--- config.mk ---
export PLATFORM = sky130hd
export DESIGN_NAME = ils_ctrl
export DESIGN_NICKNAME = d
export VERILOG_FILES = /design/src/rtl/ils_pkg.sv /design/src/rtl/ils_ctrl.sv
export SDC_FILE = /design/constraint.sdc
export NUM_CORES = 1
export LEC_CHECK = 0
export BUFFER_PORTS_ARGS = -buffer_cell sky130_fd_sc_hd__buf_4
export CORE_MARGIN = 8
export CORE_UTILIZATION = 25
export DETAILED_ROUTE_END_ITERATION = 10
export GPL_TIMING_DRIVEN = 1
export PLACE_DENSITY = 0.52
export SLEW_MARGIN = 20
export SYNTH_ARGS = -nofsm -noshare
export SYNTH_HDL_FRONTEND = slang
export SYNTH_SLANG_ARGS = --single-unit
--- constraint.sdc ---
create_clock -name clk_i -period 3.3 [get_ports clk_i]
set_input_delay 0.165 -clock clk_i [delete_from_list [all_inputs] [get_ports clk_i]]
set_output_delay 0.165 -clock clk_i [all_outputs]
set_load 0.01 [all_outputs]
--- src/rtl/ils_pkg.sv ---
// ----------------------------------------------------------------------------
// ils_pkg: shared types and constants for the indexed LIFO stack
// Operation and status codes, widths, and the control bundle that the
// sequencer drives into the row of storage cells.
// ----------------------------------------------------------------------------
package ils_pkg;

  // Number of storage cells in the row (entries the stack can ever hold).
  localparam int MAX_DEPTH = 256;

  // Fixed field widths of the ports.
  localparam int VAL_W   = 32;
  localparam int POS_W   = 9;
  localparam int DEPTH_W = 9;
  localparam int CAP_W   = 9;

  // Widths derived from the row length.
  localparam int IDX_W = (MAX_DEPTH > 1) ? $clog2(MAX_DEPTH) : 1;
  localparam int CNT_W = $clog2(MAX_DEPTH + 1);
  // Common width for comparing fill count against port-width values.
  localparam int CMP_W = (CNT_W > POS_W) ? CNT_W : POS_W;

  typedef enum logic [1:0] {
    OP_PUSH   = 2'd0,
    OP_POP    = 2'd1,
    OP_PEEK   = 2'd2,
    OP_CHANGE = 2'd3
  } ils_op_e;

  typedef enum logic [1:0] {
    ST_OK        = 2'd0,
    ST_OVERFLOW  = 2'd1,
    ST_UNDERFLOW = 2'd2,
    ST_RANGE     = 2'd3
  } ils_status_e;

  typedef enum logic {
    S_IDLE,
    S_SEEK
  } ils_state_e;

  // Control broadcast to every cell.
  typedef struct packed {
    logic             we;     // write the cell selected by idx
    logic [IDX_W-1:0] idx;    // write index, counted from the bottom
    logic [VAL_W-1:0] wdata;  // word to write
    logic             load;   // copy each entry into its chain stage
    logic             shift;  // move the chain one cell toward cell 0
  } ils_cell_ctl_t;

endpackage

--- src/rtl/ils_ctrl.sv ---
// ----------------------------------------------------------------------------
// ils_ctrl: operation sequencer for the indexed LIFO stack
// Keeps fill count and capacity, decodes each operation, steers the cell
// row and registers the result beat.
// ----------------------------------------------------------------------------
module ils_ctrl
  import ils_pkg::*;
(
  input  logic               clk_i,
  input  logic               rst_ni,
  input  logic               cfg_we_i,
  input  logic [CAP_W-1:0]   cfg_data_i,
  input  logic               start,
  output logic               busy,
  input  logic [1:0]         op_i,
  input  logic [VAL_W-1:0]   value_i,
  input  logic [POS_W-1:0]   position_i,
  input  logic [VAL_W-1:0]   chain_head_i,
  output ils_cell_ctl_t      ctl_o,
  output logic               valid_o,
  output logic [VAL_W-1:0]   data_o,
  output logic [1:0]         status_o,
  output logic [DEPTH_W-1:0] depth_o
);

  localparam logic [CMP_W-1:0] MaxX = CMP_W'(MAX_DEPTH);

  ils_state_e         state_q, state_d;
  logic [CAP_W-1:0]   cap_q;
  logic [CNT_W-1:0]   fill_q, fill_d;
  logic [IDX_W-1:0]   cnt_q, cnt_d;
  logic               valid_q, valid_d;
  logic [VAL_W-1:0]   data_q, data_d;
  ils_status_e        status_q, status_d;
  logic [DEPTH_W-1:0] depth_q, depth_d;

  logic               accept;
  logic [CMP_W-1:0]   fill_x, cap_x, eff_cap, pos_x;
  logic               full;
  ils_status_e        op_status;
  logic               op_seek;
  logic               op_we;
  logic [CMP_W-1:0]   op_idx;
  logic [CMP_W-1:0]   op_addr;
  logic [CMP_W-1:0]   fill_next_x;

  assign accept = start && (state_q == S_IDLE);
  assign busy   = (state_q != S_IDLE);

  // Effective capacity: zero reads as one, saturates at the row length.
  always_comb begin
    fill_x = CMP_W'(fill_q);
    cap_x  = CMP_W'(cap_q);
    pos_x  = CMP_W'(position_i);
    if (cap_x == '0) begin
      eff_cap = CMP_W'(1);
    end else if (cap_x > MaxX) begin
      eff_cap = MaxX;
    end else begin
      eff_cap = cap_x;
    end
    full = (fill_x >= eff_cap);
  end

  // Operation decode.
  always_comb begin
    op_status   = ST_OK;
    op_seek     = 1'b0;
    op_we       = 1'b0;
    op_idx      = fill_x;
    op_addr     = '0;
    fill_next_x = fill_x;
    unique case (ils_op_e'(op_i))
      OP_PUSH: begin
        if (full) begin
          op_status = ST_OVERFLOW;
        end else begin
          op_we       = 1'b1;
          op_idx      = fill_x;
          fill_next_x = fill_x + CMP_W'(1);
        end
      end
      OP_POP: begin
        if (fill_x == '0) begin
          op_status = ST_UNDERFLOW;
        end else begin
          op_seek     = 1'b1;
          op_addr     = fill_x - CMP_W'(1);
          fill_next_x = fill_x - CMP_W'(1);
        end
      end
      OP_PEEK: begin
        if ((pos_x == '0) || (pos_x > fill_x)) begin
          op_status = ST_RANGE;
        end else begin
          op_seek = 1'b1;
          op_addr = fill_x - pos_x;
        end
      end
      OP_CHANGE: begin
        if (pos_x >= fill_x) begin
          op_status = ST_RANGE;
        end else begin
          op_we  = 1'b1;
          op_idx = pos_x;
        end
      end
      default: begin
        op_status = ST_OK;
      end
    endcase
  end

  // Next state.
  always_comb begin
    state_d = state_q;
    unique case (state_q)
      S_IDLE: begin
        if (accept && op_seek) begin
          state_d = S_SEEK;
        end
      end
      S_SEEK: begin
        if (cnt_q == '0) begin
          state_d = S_IDLE;
        end
      end
      default: state_d = S_IDLE;
    endcase
  end

  // Outputs, cell control and datapath registers.
  always_comb begin
    ctl_o.we    = 1'b0;
    ctl_o.idx   = op_idx[IDX_W-1:0];
    ctl_o.wdata = value_i;
    ctl_o.load  = 1'b0;
    ctl_o.shift = 1'b0;
    fill_d      = fill_q;
    cnt_d       = cnt_q;
    valid_d     = 1'b0;
    data_d      = data_q;
    status_d    = status_q;
    depth_d     = depth_q;
    unique case (state_q)
      S_IDLE: begin
        if (accept) begin
          ctl_o.we   = op_we;
          ctl_o.load = op_seek;
          fill_d     = fill_next_x[CNT_W-1:0];
          cnt_d      = op_addr[IDX_W-1:0];
          status_d   = op_status;
          depth_d    = DEPTH_W'(fill_next_x);
          data_d     = '0;
          valid_d    = !op_seek;
        end
      end
      S_SEEK: begin
        if (cnt_q == '0) begin
          valid_d = 1'b1;
          data_d  = chain_head_i;
        end else begin
          ctl_o.shift = 1'b1;
          cnt_d       = cnt_q - IDX_W'(1);
        end
      end
      default: begin
        valid_d = 1'b0;
      end
    endcase
  end

  always_ff @(posedge clk_i or negedge rst_ni) begin
    if (!rst_ni) begin
      state_q <= S_IDLE;
      cap_q   <= CAP_W'(256);
      fill_q  <= '0;
      valid_q <= 1'b0;
    end else begin
      state_q <= state_d;
      fill_q  <= fill_d;
      valid_q <= valid_d;
      if (cfg_we_i) begin
        cap_q <= cfg_data_i;
      end
    end
  end

  always_ff @(posedge clk_i) begin
    cnt_q    <= cnt_d;
    data_q   <= data_d;
    status_q <= status_d;
    depth_q  <= depth_d;
  end

  assign valid_o  = valid_q;
  assign data_o   = data_q;
  assign status_o = status_q;
  assign depth_o  = depth_q;

endmodule

==> results.yml <==
outcome:
  status: "complete, no violations"
finish:
  instances_no_fill: 802
  areaGrowthSynthToFinish_pct: 25.1
  final_cell_mix: "128 x buf_4, 51 x edfxtp_1, 36 x and2_1, 34 x nand2_1, 34 x a21oi_1"
  layout_commonest_cell: "buf_4"
  nets: 686
  fill_cells: 1935
  diodes: 0
  drive_above_1_share_pct: 29.6
placed_design:
  gp_congestion: 0.862
  dp_cells: 782
  port_buffers: 111
  dpl.hpwl_mm: 11.2
die:
  die_width_um: 155
  die_area_sq_um: 23900
  placementRows: 50
  design.portCount: 176
  initial_utilization_pct: 25.6
  coreArea_sq_um: 18800
  fp.dieH_um: 155
yosys:
  yosys.area.top_type: "edfxtp_1"
  synthesis.nets: 597
  postSynthAreaPerCell_sq_um: 10.1
  synth_cells: 474
  yosys_register_bits: 71
  synth_top_area_share_pct: 31.9
  yosysUniqueCellTypes: 66
  ys_seq_area_share_pct: 42.3
  ys_warn_count: 0
  synth_flop_cell: "edfxtp_1"
  synth_edf_count: 51
  netlist_area_sq_um: 4800
  synthArstFlopShare_pct: 28.2
  netlist_top_cells_area: "edfxtp_1 32%, dfrtp_1 9.9%, ha_1 8.9%"
detailed_routing:
  drcViolationCount: 0
  dr.first_iter.drc_count: 208
  ant_nets: 0
  viasPerCell: 4.84
  routedWlPerCell_um: 17.9
  drt-total-wl_mm: 14.3
  drtPass1Iterations: 5
  vias: 3884
power_and_ir_drop:
  p_clk_share_pct: 21.7
  p_comb_share_pct: 45.9
  p_per_area_nw_per_um2: 752
  seqPwrFrac_pct: 32.5
  power.switching_w: 0.00174
  p_int_w: 0.00278
  p_leak_nw: 2.53
  netSwitchingFraction_pct: 38.5
  peakVddDrop_uv: 319
hold_path:
  whs_path_depth: 2
  hold_path_class: "primary input to register"
global_routing:
  gr-total-overflow: 0
  first_global_vias: 3985
  grt_max_degree: 53
  grt_usage_pct: 12.0
  antenna_found_initial: 0
  grt_pass1_wl_mm: 22.5
timing:
  fmax_mhz: 325
  clock-skew-final_ps: 7.01
  drv_slew: 0
  worstMarginPinSlew_ps: 725
  slew_headroom_pct: 51.7
  setup_tns_ps: 0
  final.hold.worst_slack_ps: 58.0
  rsz0062_at_grt: "false"
  setup_viol: 0
  post-route-period-util_pct: 93.1
  hold_violations: 0
  min_period_ps: 3070
critical_path:
  critPathKind: "register to output pin"
  crit_required_ps: 3130
  worstRegToRegCells: 9
  worst_setup_path_end_kind: "output pin"
  crit_fanout: 9
  cp_data_arrival_time_ps: 2910
  start_kind: "register"
clocking:
  clk_pin_slew_ps: 60
  clk_latency_ps: 340
  cts.sinks: 71
  cts_tree: "yes"
  cts-htree-levels: 3
  ctsLongestPathBuffers: 2
  cts-root-buf: "clkbuf_16"
  cts_buffers: 9
run:
  max-cap-violations: 0
## power groups by stage
stage / clock network, W / registers (W) / logic [W]
6_report: 0.000978 / 0.00147 / 0.00207
3_5_place_dp: 0 / 0.00149 / 0.00203
5_1_grt: 0.00105 / 0.00150 / 0.00230
3_3_place_gp: 0 / 0.00148 / 0.00200
4_1_cts: 0.00102 / 0.00148 / 0.00204
2_1_floorplan: 0 / 0.00149 / 0.00130
## metal layers
layer	track usage (%)	routed length, um	vias up
met2	17.2	5900	178
met4	5.09	368	0
met5	0	0	-
li1	-	-	1849
met3	4.18	1420	44
met1	15.9	6670	1813
## kinds of logic after synthesis
group / Yosys count / synth area share, %
AND/OR/NAND/NOR: 149 / 16.9
AO/OA/AOI/OAI: 98 / 13.5
XOR/XNOR: 18 / 3.28
buffers and inverters: 82 / 10.0
multiplexers: 21 / 4.72
adder cells (fa/ha/maj): 35 / 9.28
flip-flops: 71 / 42.3
## per-stage QoR
step	power (W)	setup slack, ps	instance area [sq um]	utilization, %
after floorplan	0.00279	750	4800	-
after global placement	0.00349	537	5670	30.2
after detailed placement	0.00352	436	5670	30.2
after CTS	0.00454	27.6	5980	31.8
after global routing	0.00485	42.6	6010	32.0
final	0.00452	228	6010	32.0
## flip-flops by register name (all words and copies together), names as in the netlist
signal	flops
busy	1
cap_q	9
cnt_q	8
data_o	32
depth_o	9
fill_q	9
status_o	2
valid_o	1
## final timing paths
| path | from | endpoint | slack, ps |
|---|---|---|---|
| max in group asynchronous | rst_ni | cap_q[8] | 2760 |
| worst min register to register | cap_q[0] | cap_q[0] | 510 |
| worst min-delay path | cfg_data_i[5] | cap_q[5] | 60 |
| min in group asynchronous | rst_ni | fill_q[8] | 260 |
| worst max register to register | cap_q[8] | depth_o[8] | 590 |
| worst max-delay path | fill_q[6] | ctl_o[41] | 230 |
## area by class of cell
cell class / count / area (sq um) / area share, %
multi-input cells: 321 / 2290 / 38.2
flip-flops and latches: 71 / 2040 / 33.9
repair buffers: 129 / 971 / 16.2
well taps: 234 / 293 / 4.87
clock buffers: 9 / 225 / 3.75
inverters: 31 / 116 / 1.94
clock inverters: 7 / 71.3 / 1.19
## timing repair
action	4_1_cts	5_1_grt
hold buffers	1	0
endpoints found under the hold margin	20	0
resized for setup	0	4
setup endpoints to repair	0	9
setup buffers	0	3
## critical path: stages, from the launching register on
cell and delay [ps]:
dfrtp_2 480, ha_2 360, a211o_1 290, a21oi_2 190, nand4_1 190, o21ai_2 170, and2_1 180, buf_4 200
mux2_1 350, buf_4 150
## cell usage after synthesis (4+ instances only)
master    count
a21o_1        4
a21oi_1      34
a221oi_1      5
a22oi_1       4
and2_1       36
buf_4        34
clkbuf_1     10
dfrtp_1      19
edfxtp_1     51
ha_1         34
inv_1        28
mux2_2        8
mux2i_1      11
nand2_1      34
nand2b_1      4
nand3_1      11
nand4_1      11
nor2_1       24
nor2b_1       4
nor3_1        5
nor4_1        5
o211ai_1      5
o21ai_0      18
xnor2_1      13
xor2_1        5
Power figures use the tool's default switching activity.
