File: src/rtl/ils_pkg.sv
// ----------------------------------------------------------------------------
// ils_pkg: shared types and constants for the indexed LIFO stack
// Operation and status codes, widths, and the control bundle that the
// sequencer drives into the row of storage cells.
// ----------------------------------------------------------------------------
package ils_pkg;

  // Number of storage cells in the row (entries the stack can ever hold).
  localparam int MAX_DEPTH = 256;

  // Fixed field widths of the ports.
  localparam int VAL_W   = 32;
  localparam int POS_W   = 9;
  localparam int DEPTH_W = 9;
  localparam int CAP_W   = 9;

  // Widths derived from the row length.
  localparam int IDX_W = (MAX_DEPTH > 1) ? $clog2(MAX_DEPTH) : 1;
  localparam int CNT_W = $clog2(MAX_DEPTH + 1);
  // Common width for comparing fill count against port-width values.
  localparam int CMP_W = (CNT_W > POS_W) ? CNT_W : POS_W;

  typedef enum logic [1:0] {
    OP_PUSH   = 2'd0,
    OP_POP    = 2'd1,
    OP_PEEK   = 2'd2,
    OP_CHANGE = 2'd3
  } ils_op_e;

  typedef enum logic [1:0] {
    ST_OK        = 2'd0,
    ST_OVERFLOW  = 2'd1,
    ST_UNDERFLOW = 2'd2,
    ST_RANGE     = 2'd3
  } ils_status_e;

  typedef enum logic {
    S_IDLE,
    S_SEEK
  } ils_state_e;

  // Control broadcast to every cell.
  typedef struct packed {
    logic             we;     // write the cell selected by idx
    logic [IDX_W-1:0] idx;    // write index, counted from the bottom
    logic [VAL_W-1:0] wdata;  // word to write
    logic             load;   // copy each entry into its chain stage
    logic             shift;  // move the chain one cell toward cell 0
  } ils_cell_ctl_t;

endpackage

File: src/rtl/ils_cell.sv
// ----------------------------------------------------------------------------
// ils_cell: one stack entry plus its stage of the read chain
// Holds one word; on load copies it into the chain stage, on shift takes
// the chain stage of its upper neighbor.
// ----------------------------------------------------------------------------
module ils_cell
  import ils_pkg::*;
(
  input  logic             clk_i,
  input  logic             wr_sel_i,
  input  ils_cell_ctl_t    ctl_i,
  input  logic [VAL_W-1:0] next_i,
  output logic [VAL_W-1:0] chain_o
);

  logic [VAL_W-1:0] entry_q;
  logic [VAL_W-1:0] chain_q;

  always_ff @(posedge clk_i) begin
    if (wr_sel_i) begin
      entry_q <= ctl_i.wdata;
    end
  end

  always_ff @(posedge clk_i) begin
    if (ctl_i.load) begin
      chain_q <= entry_q;
    end else if (ctl_i.shift) begin
      chain_q <= next_i;
    end
  end

  assign chain_o = chain_q;

endmodule

File: config.mk
export PLATFORM = sky130hd
export DESIGN_NAME = ils_cell
export DESIGN_NICKNAME = d
export VERILOG_FILES = /design/src/rtl/ils_pkg.sv /design/src/rtl/ils_cell.sv
export SDC_FILE = /design/constraint.sdc
export NUM_CORES = 1
export LEC_CHECK = 0
export ABC_AREA = 1
export BUFFER_PORTS_ARGS = -buffer_cell sky130_fd_sc_hd__buf_2
export CAP_MARGIN = 0
export CORE_MARGIN = 2
export CORE_UTILIZATION = 46
export DETAILED_ROUTE_END_ITERATION = 12
export PLACE_DENSITY_LB_ADDON = 0.05
export SETUP_SLACK_MARGIN = 0.02
export SLEW_MARGIN = 20
export SYNTH_ARGS = -nofsm -noshare
export SYNTH_HDL_FRONTEND = slang
export SYNTH_SLANG_ARGS = --single-unit
File: constraint.sdc
create_clock -name clk_i -period 1.7 [get_ports clk_i]
set_input_delay 0.34 -clock clk_i [delete_from_list [all_inputs] [get_ports clk_i]]
set_output_delay 0.34 -clock clk_i [all_outputs]
set_load 0.01 [all_outputs]
==> metrics, run 1 <==
vias in the first global route=approximately 1,400; I/O Pins=109; biggest area consumer among synthesized cells=edfxtp_1; status=finished, final reports clean; Worst EP required=1.36 ns; largest family of logic cells by synthesized area=simple AND/OR/NAND/NOR gates; xor-xnor portion of the synthesized cell area=0%; Initial Util=46.8%; reg2reg setup slack=~0.95 ns; Util after Layout=roughly three fifths; Area contributors post-synth=edfxtp_1 81%, nand2_1 15%, buf_6 1.9%; Post-CTS Setup Inserts=0; synth cell count leaders=96 x nand2_1, 64 x edfxtp_1, 4 x buf_6, 3 x buf_4; Setup Skew=0.00437 ns; Final Hold Vio Count=0; GR Overflow Total=0; largest net degree at the start of global routing=34; fill count=around 410; die area=0.00572 mm^2; Critical Path Sink Type=primary output; final wirelength=slightly above 4000 um; syn_area_per_cell=14.0 um^2; Rows=26; Non-Filler Instances=349; area delta synth->final=29.5%; H-tree Lvls=3; Die Ht=75.7 um; f_max=0.828 GHz; GR Util All Layers=15.5%; Via Count=1,502; Post-synth EDFFs=64; drt first pass iters=4; most numerous cell in the Yosys netlist=nand2_1; CP max FO=1; Power Density=approximately 1100 mW/mm^2; wire per inst=roughly 12 um; Ys Warns=0; adder-cell share of the synthesized area=0%; crit path buf inv count=1; CTS root buffer=clkbuf_8; CTS tree=built; Final nets=351; post-synthesis cell count=169; Worst Setup Start Kind=flop; Synth Area in Simple Gates=about 16%; Synth Register Bits=64; fin crit share=71.0%; Yosys cell types=6; PortBufs=99; Most used DFF post-synth=edfxtp_1; R2R Path End=chain_o[7]$_DFFE_PP_; Worst Hold Path Cells=1; CTS max path bufs=2; worst-path cell chain=buf_2; CTS buffer count=9; worst skew pair latency=~0.32 ns; total power=3.27 mW; Num Clock Sinks=64; # hold bufs at CTS=0; MaxCap Viol Count=0; first-pass GRT wire length=6190 um; HP Class=input port to flop; sequential share of the synthesized area=slightly above 80%; FFs w/ async S/R, synth=0%; Setup-failing EPs final=0; Leak=between 1 and 1.5 nW; WP data arrival=around 0.87 ns; compound-cell area share of the yosys netlist=0%; Clk pin slew, worst setup/hold paths=about 0.060 ns; relative slew slack=a little over 50%; CORE AREA=roughly 0.0050 mm^2; final max-slew violation count=0; placed cells=333; Worst Hold Endpoint=entry_q[8]$_DFFE_PP_; VDD IR-drop max=0.000571 V; Avg Vias per Cell=4.30; Hold Slack=0.188 ns; synthesized area=~0.0024 mm^2; DRT antenna net count=0; number of diodes=0; Worst-Margin Slew=~0.74 ns; mux share of post-synthesis cell area=0%; share of the synthesized area in the top cell type=81.4%; DR iter-0 viols=106; reg-to-reg startpoint=entry_q[7]$_DFFE_PP_; GPL Wtd Cong=0.708; unrepaired setup endpoints after global routing=no; Reg2Reg Depth=2; chip width=between 70 and 80 um; initial antenna violation count=0; min cycle time layout=1.21 ns; share of cells above drive strength 1=41.2%; critical path's slowest cell=edfxtp_1; CP top delay family=flip-flops; PostCTS Resize Cnt=0; DR DRC count=0; syn_nets=246; setup TNS=0 ns; Hold Crit Start=ctl_i[10]; largest stage delay on the critical path=0.39 ns; Setup CP Type=flop to primary output
[power by group]
part	leakage, nW	switching [mW]	internal (mW)
sequential	0.645	0.0301	1.90
clock	0.0823	0.519	0.506
combinational	0.697	0.173	0.139
[worst register-to-register path: stages (launching register included)]
cell      delay, ns
edfxtp_1       0.37
nand2_1        0.08
nand2_1        0.06
[worst max path at each step]
stage,startpoint,endpoint,slack [ns],cells after the start
final,chain_o[23]$_DFFE_PP_,chain_o[23],0.49,1
after global routing,chain_o[8]$_DFFE_PP_,chain_o[8],0.47,1
after detailed placement,ctl_i[1],chain_o[22]$_DFFE_PP_,0.26,2
after global placement,ctl_i[1],chain_o[21]$_DFFE_PP_,0.26,2
after floorplan,ctl_i[1],chain_o[0]$_DFFE_PP_,0.40,2
after CTS,chain_o[23]$_DFFE_PP_,chain_o[23],0.47,1
[stage by stage]
stage | cell area [um^2] | worst slack [ns]
6_report | 3060 | 0.493
5_1_grt | 3060 | 0.467
4_1_cts | 3060 | 0.471
3_5_place_dp | 2910 | 0.261
3_3_place_gp | 2910 | 0.264
2_1_floorplan | 2360 | 0.400
[layer usage]
metal | vias up | global-route usage (%) | share of wire, %
li1 | 777 | - | -
met1 | 651 | 17.3 | 39
met2 | 64 | 25.6 | 51
met3 | 10 | 5.16 | 8.2
met4 | 0 | 9.55 | 2.3
met5 | - | 0 | 0
[state kept, by name (all words and copies together) (netlist names)]
signal   flops
entry_q     32
chain_o     32
[placed cells by master, fill, tap and decap left out, drive strengths merged]
master and n:
buf 101, clkbuf 10, clkinv 6, edfxtp 64, inv 1, nand2 96
or2 1
[cells by family (layout without fill, tap and decap cells)]
group,count (synthesis),count (layout)
buf+inv,8,118
flops,64,64
simple gates,97,97
[layout make-up]
| cell class | instances | area, um^2 | area share (%) |
|---|---|---|---|
| Clock buffer | 10 | 128 | 4.17 |
| Clock inverter | 6 | 26.3 | 0.859 |
| Inverter | 1 | 6.26 | 0.204 |
| Multi-Input combinational cell | 97 | 367 | 12.0 |
| Sequential cell | 64 | 1920 | 62.8 |
| Tap cell | 70 | 87.6 | 2.86 |
| Timing Repair Buffer | 101 | 523 | 17.1 |
(Power assumes the default switching activity.)
==> run 2, diff against run 1 <==
--- a/config.mk
+++ b/config.mk
@@ -9,7 +9,7 @@
 export BUFFER_PORTS_ARGS = -buffer_cell sky130_fd_sc_hd__buf_2
 export CAP_MARGIN = 0
 export CORE_MARGIN = 2
-export CORE_UTILIZATION = 46
+export CORE_UTILIZATION = 41
 export DETAILED_ROUTE_END_ITERATION = 12
 export PLACE_DENSITY_LB_ADDON = 0.05
 export SETUP_SLACK_MARGIN = 0.02
==> constraint.sdc (replaced) <==
create_clock -name clk_i -period 1 [get_ports clk_i]
set_input_delay 0.2 -clock clk_i [delete_from_list [all_inputs] [get_ports clk_i]]
set_output_delay 0.2 -clock clk_i [all_outputs]
set_load 0.01 [all_outputs]
==> run 2 against run 1 <==
  * The flow now finishes with violations (negative setup slack)
  * Die area grew 12%
  * Clock power increased by 75%
  * Worst hold slack got worse by 0.14 ns
  * Global-route usage shrank 1.5 points
  * Clock skew increased by 0.0017 ns
  * First-iteration DRC count decreased by 17%
  * Critical path type unchanged
  * Highest routed layer unchanged
==> metrics, run 2 (synthesized netlist as in run 1, its figures left out) <==
fin crit share=105%; vias in the first global route=1,426 (was 1,396); Via Count=1,533 (was 1,502); DRT antenna net count=0 (unchanged); Critical Path Sink Type=primary output (unchanged); CTS tree=built (unchanged); worst-path cell chain=buf_2 (unchanged); register area=0.00192 mm^2 (unchanged); failing checks=negative setup slack; MaxCap Viol Count=0 (unchanged); I/O Pins=109 (unchanged); Clk pin slew, worst setup/hold paths=0.07 ns (was 0.06 ns); PortBufs=99 (unchanged); final wirelength=4270 um (was 4040 um); largest net degree at the start of global routing=33 (was 34); CTS buffer count=9 (unchanged); Setup CP Type=flop to primary output (unchanged); CP top delay family=flip-flops (unchanged); min cycle time layout=1.05 ns; Power Density=1810 mW/mm^2 (was 1070 mW/mm^2); most common cell after layout, fill and taps aside=buf_2 (unchanged); Final WS setup=-0.0547 ns (was 0.493 ns); GPL Wtd Cong=0.684 (was 0.708); Leak=1.45 nW (was 1.42 nW); Finished Cell Area=0.00311 mm^2 (was 0.00306 mm^2); CP max FO=1 (unchanged); largest stage delay on the critical path=0.38 ns (was 0.39 ns); Post-DP HPWL=2920 um; multi-input logic area=369 um^2 (was 367 um^2); final max-slew violation count=0 (unchanged); DR iter-0 viols=88 (was 106); wire per inst=12.1 um (was 11.6 um); HP Class=input port to flop (unchanged); worst skew pair latency=0.32 ns (about the same); f_max=0.948 GHz; drt first pass iters=4 (unchanged); Initial Util=42.6% (was 46.8%); area delta synth->final=31.5% (was 29.5%); commonest non-fill, non-tap cells in the layout=98 x buf_2, 96 x nand2_1, 64 x edfxtp_1 (was 99 x buf_2, 96 x nand2_1, 64 x edfxtp_1); setup TNS=-0.801 ns (was 0 ns); GR Util All Layers=14.0% (was 15.5%); Worst-Margin Slew=0.454 ns (was 0.743 ns); CORE AREA=0.00554 mm^2 (was 0.00504 mm^2); status=complete, but fails checks (was finished, final reports clean); fill count=505 (was 406); CTS root buffer=clkbuf_8 (unchanged); DP Area=0.00295 mm^2 (was 0.00291 mm^2); Die Ht=79.9 um (was 75.7 um); Final Hold Vio Count=0 (unchanged); Setup-failing EPs final=32 (was 0); Worst EP required=0.80 ns (was 1.36 ns); chip width=79.9 um (was 75.7 um); crit path buf inv count=1 (unchanged); initial antenna violation count=0 (unchanged); Final nets=354 (was 351); WP data arrival=0.85 ns (was 0.87 ns); Rows=27 (was 26); Worst Setup Start Kind=flop (unchanged); Setup Skew=0.00606 ns (was 0.00437 ns); GR Overflow Total=0 (unchanged); number of diodes=0 (unchanged); Non-Filler Instances=354 (was 349); first-pass GRT wire length=6350 um (was 6190 um); share of cells above drive strength 1=42.2% (was 41.2%); DR DRC count=0 (unchanged); placed cells=338 (was 333); # hold bufs at CTS=0 (unchanged); Avg Vias per Cell=4.33 (was 4.30); unrepaired setup endpoints after global routing=yes (was no); relative slew slack=69.8% (was 50.4%); Place WS=-0.231 ns (was 0.261 ns); Util after Layout=56.1% (was 60.7%); H-tree Lvls=3 (unchanged); CTS max path bufs=2 (unchanged); die area=0.00638 mm^2 (was 0.00572 mm^2); Num Clock Sinks=64 (unchanged); VDD IR-drop max=0.000906 V (was 0.000571 V); critical path's slowest cell=edfxtp_1 (unchanged)
==> run 2: area by class of cell <==
class | instances | area share (%)
Inverter | 1 | 0.201
Tap cell | 72 | 2.90
Clock inverter | 5 | 0.765
Multi-Input combinational cell | 97 | 11.9
Timing Repair Buffer | 104 | 18.2
Clock buffer | 11 | 4.23
Sequential cell | 64 | 61.9
==> run 2: worst paths after layout <==
path | endpoint | start | cells past startpoint | slack, ns
min | entry_q[13]$_DFFE_PP_ | ctl_i[15] | 1 | 0.05
max reg2reg | chain_o[0]$_DFFE_PP_ | entry_q[0]$_DFFE_PP_ | 2 | 0.24
min reg2reg | chain_o[21]$_DFFE_PP_ | entry_q[21]$_DFFE_PP_ | 2 | 0.51
max | chain_o[28] | chain_o[28]$_DFFE_PP_ | 1 | -0.05
==> run 2: power breakdown <==
part | internal (mW) | switching (mW)
logic | 0.255 | 0.299
clock network | 0.874 | 0.907
registers | 3.23 | 0.0530
total | 4.36 | 1.26
==> run 2: through the flow <==
| step | total power, mW | hold WS [ns] |
|---|---|---|
| after floorplan | 3.59 | 0.299 |
| after global routing | 5.87 | 0.0364 |
| final | 5.62 | 0.0460 |
| after detailed placement | 3.90 | 0.378 |
| after CTS | 5.67 | 0.0352 |
| after global placement | 3.89 | 0.376 |
==> run 2: repair_timing <==
action	in CTS	in global routing
gates resized for setup	0	1
setup buffers	0	0
hold endpoints to repair	0	0
setup endpoints to repair	32	32
==> run 2: per-layer routing <==
layer,wire length [um],vias up,track usage (%)
li1,-,785,-
met1,1710,681,14.5
met2,2160,58,24.5
met3,324,9,4.75
met4,82,0,7.63
met5,0,-,0
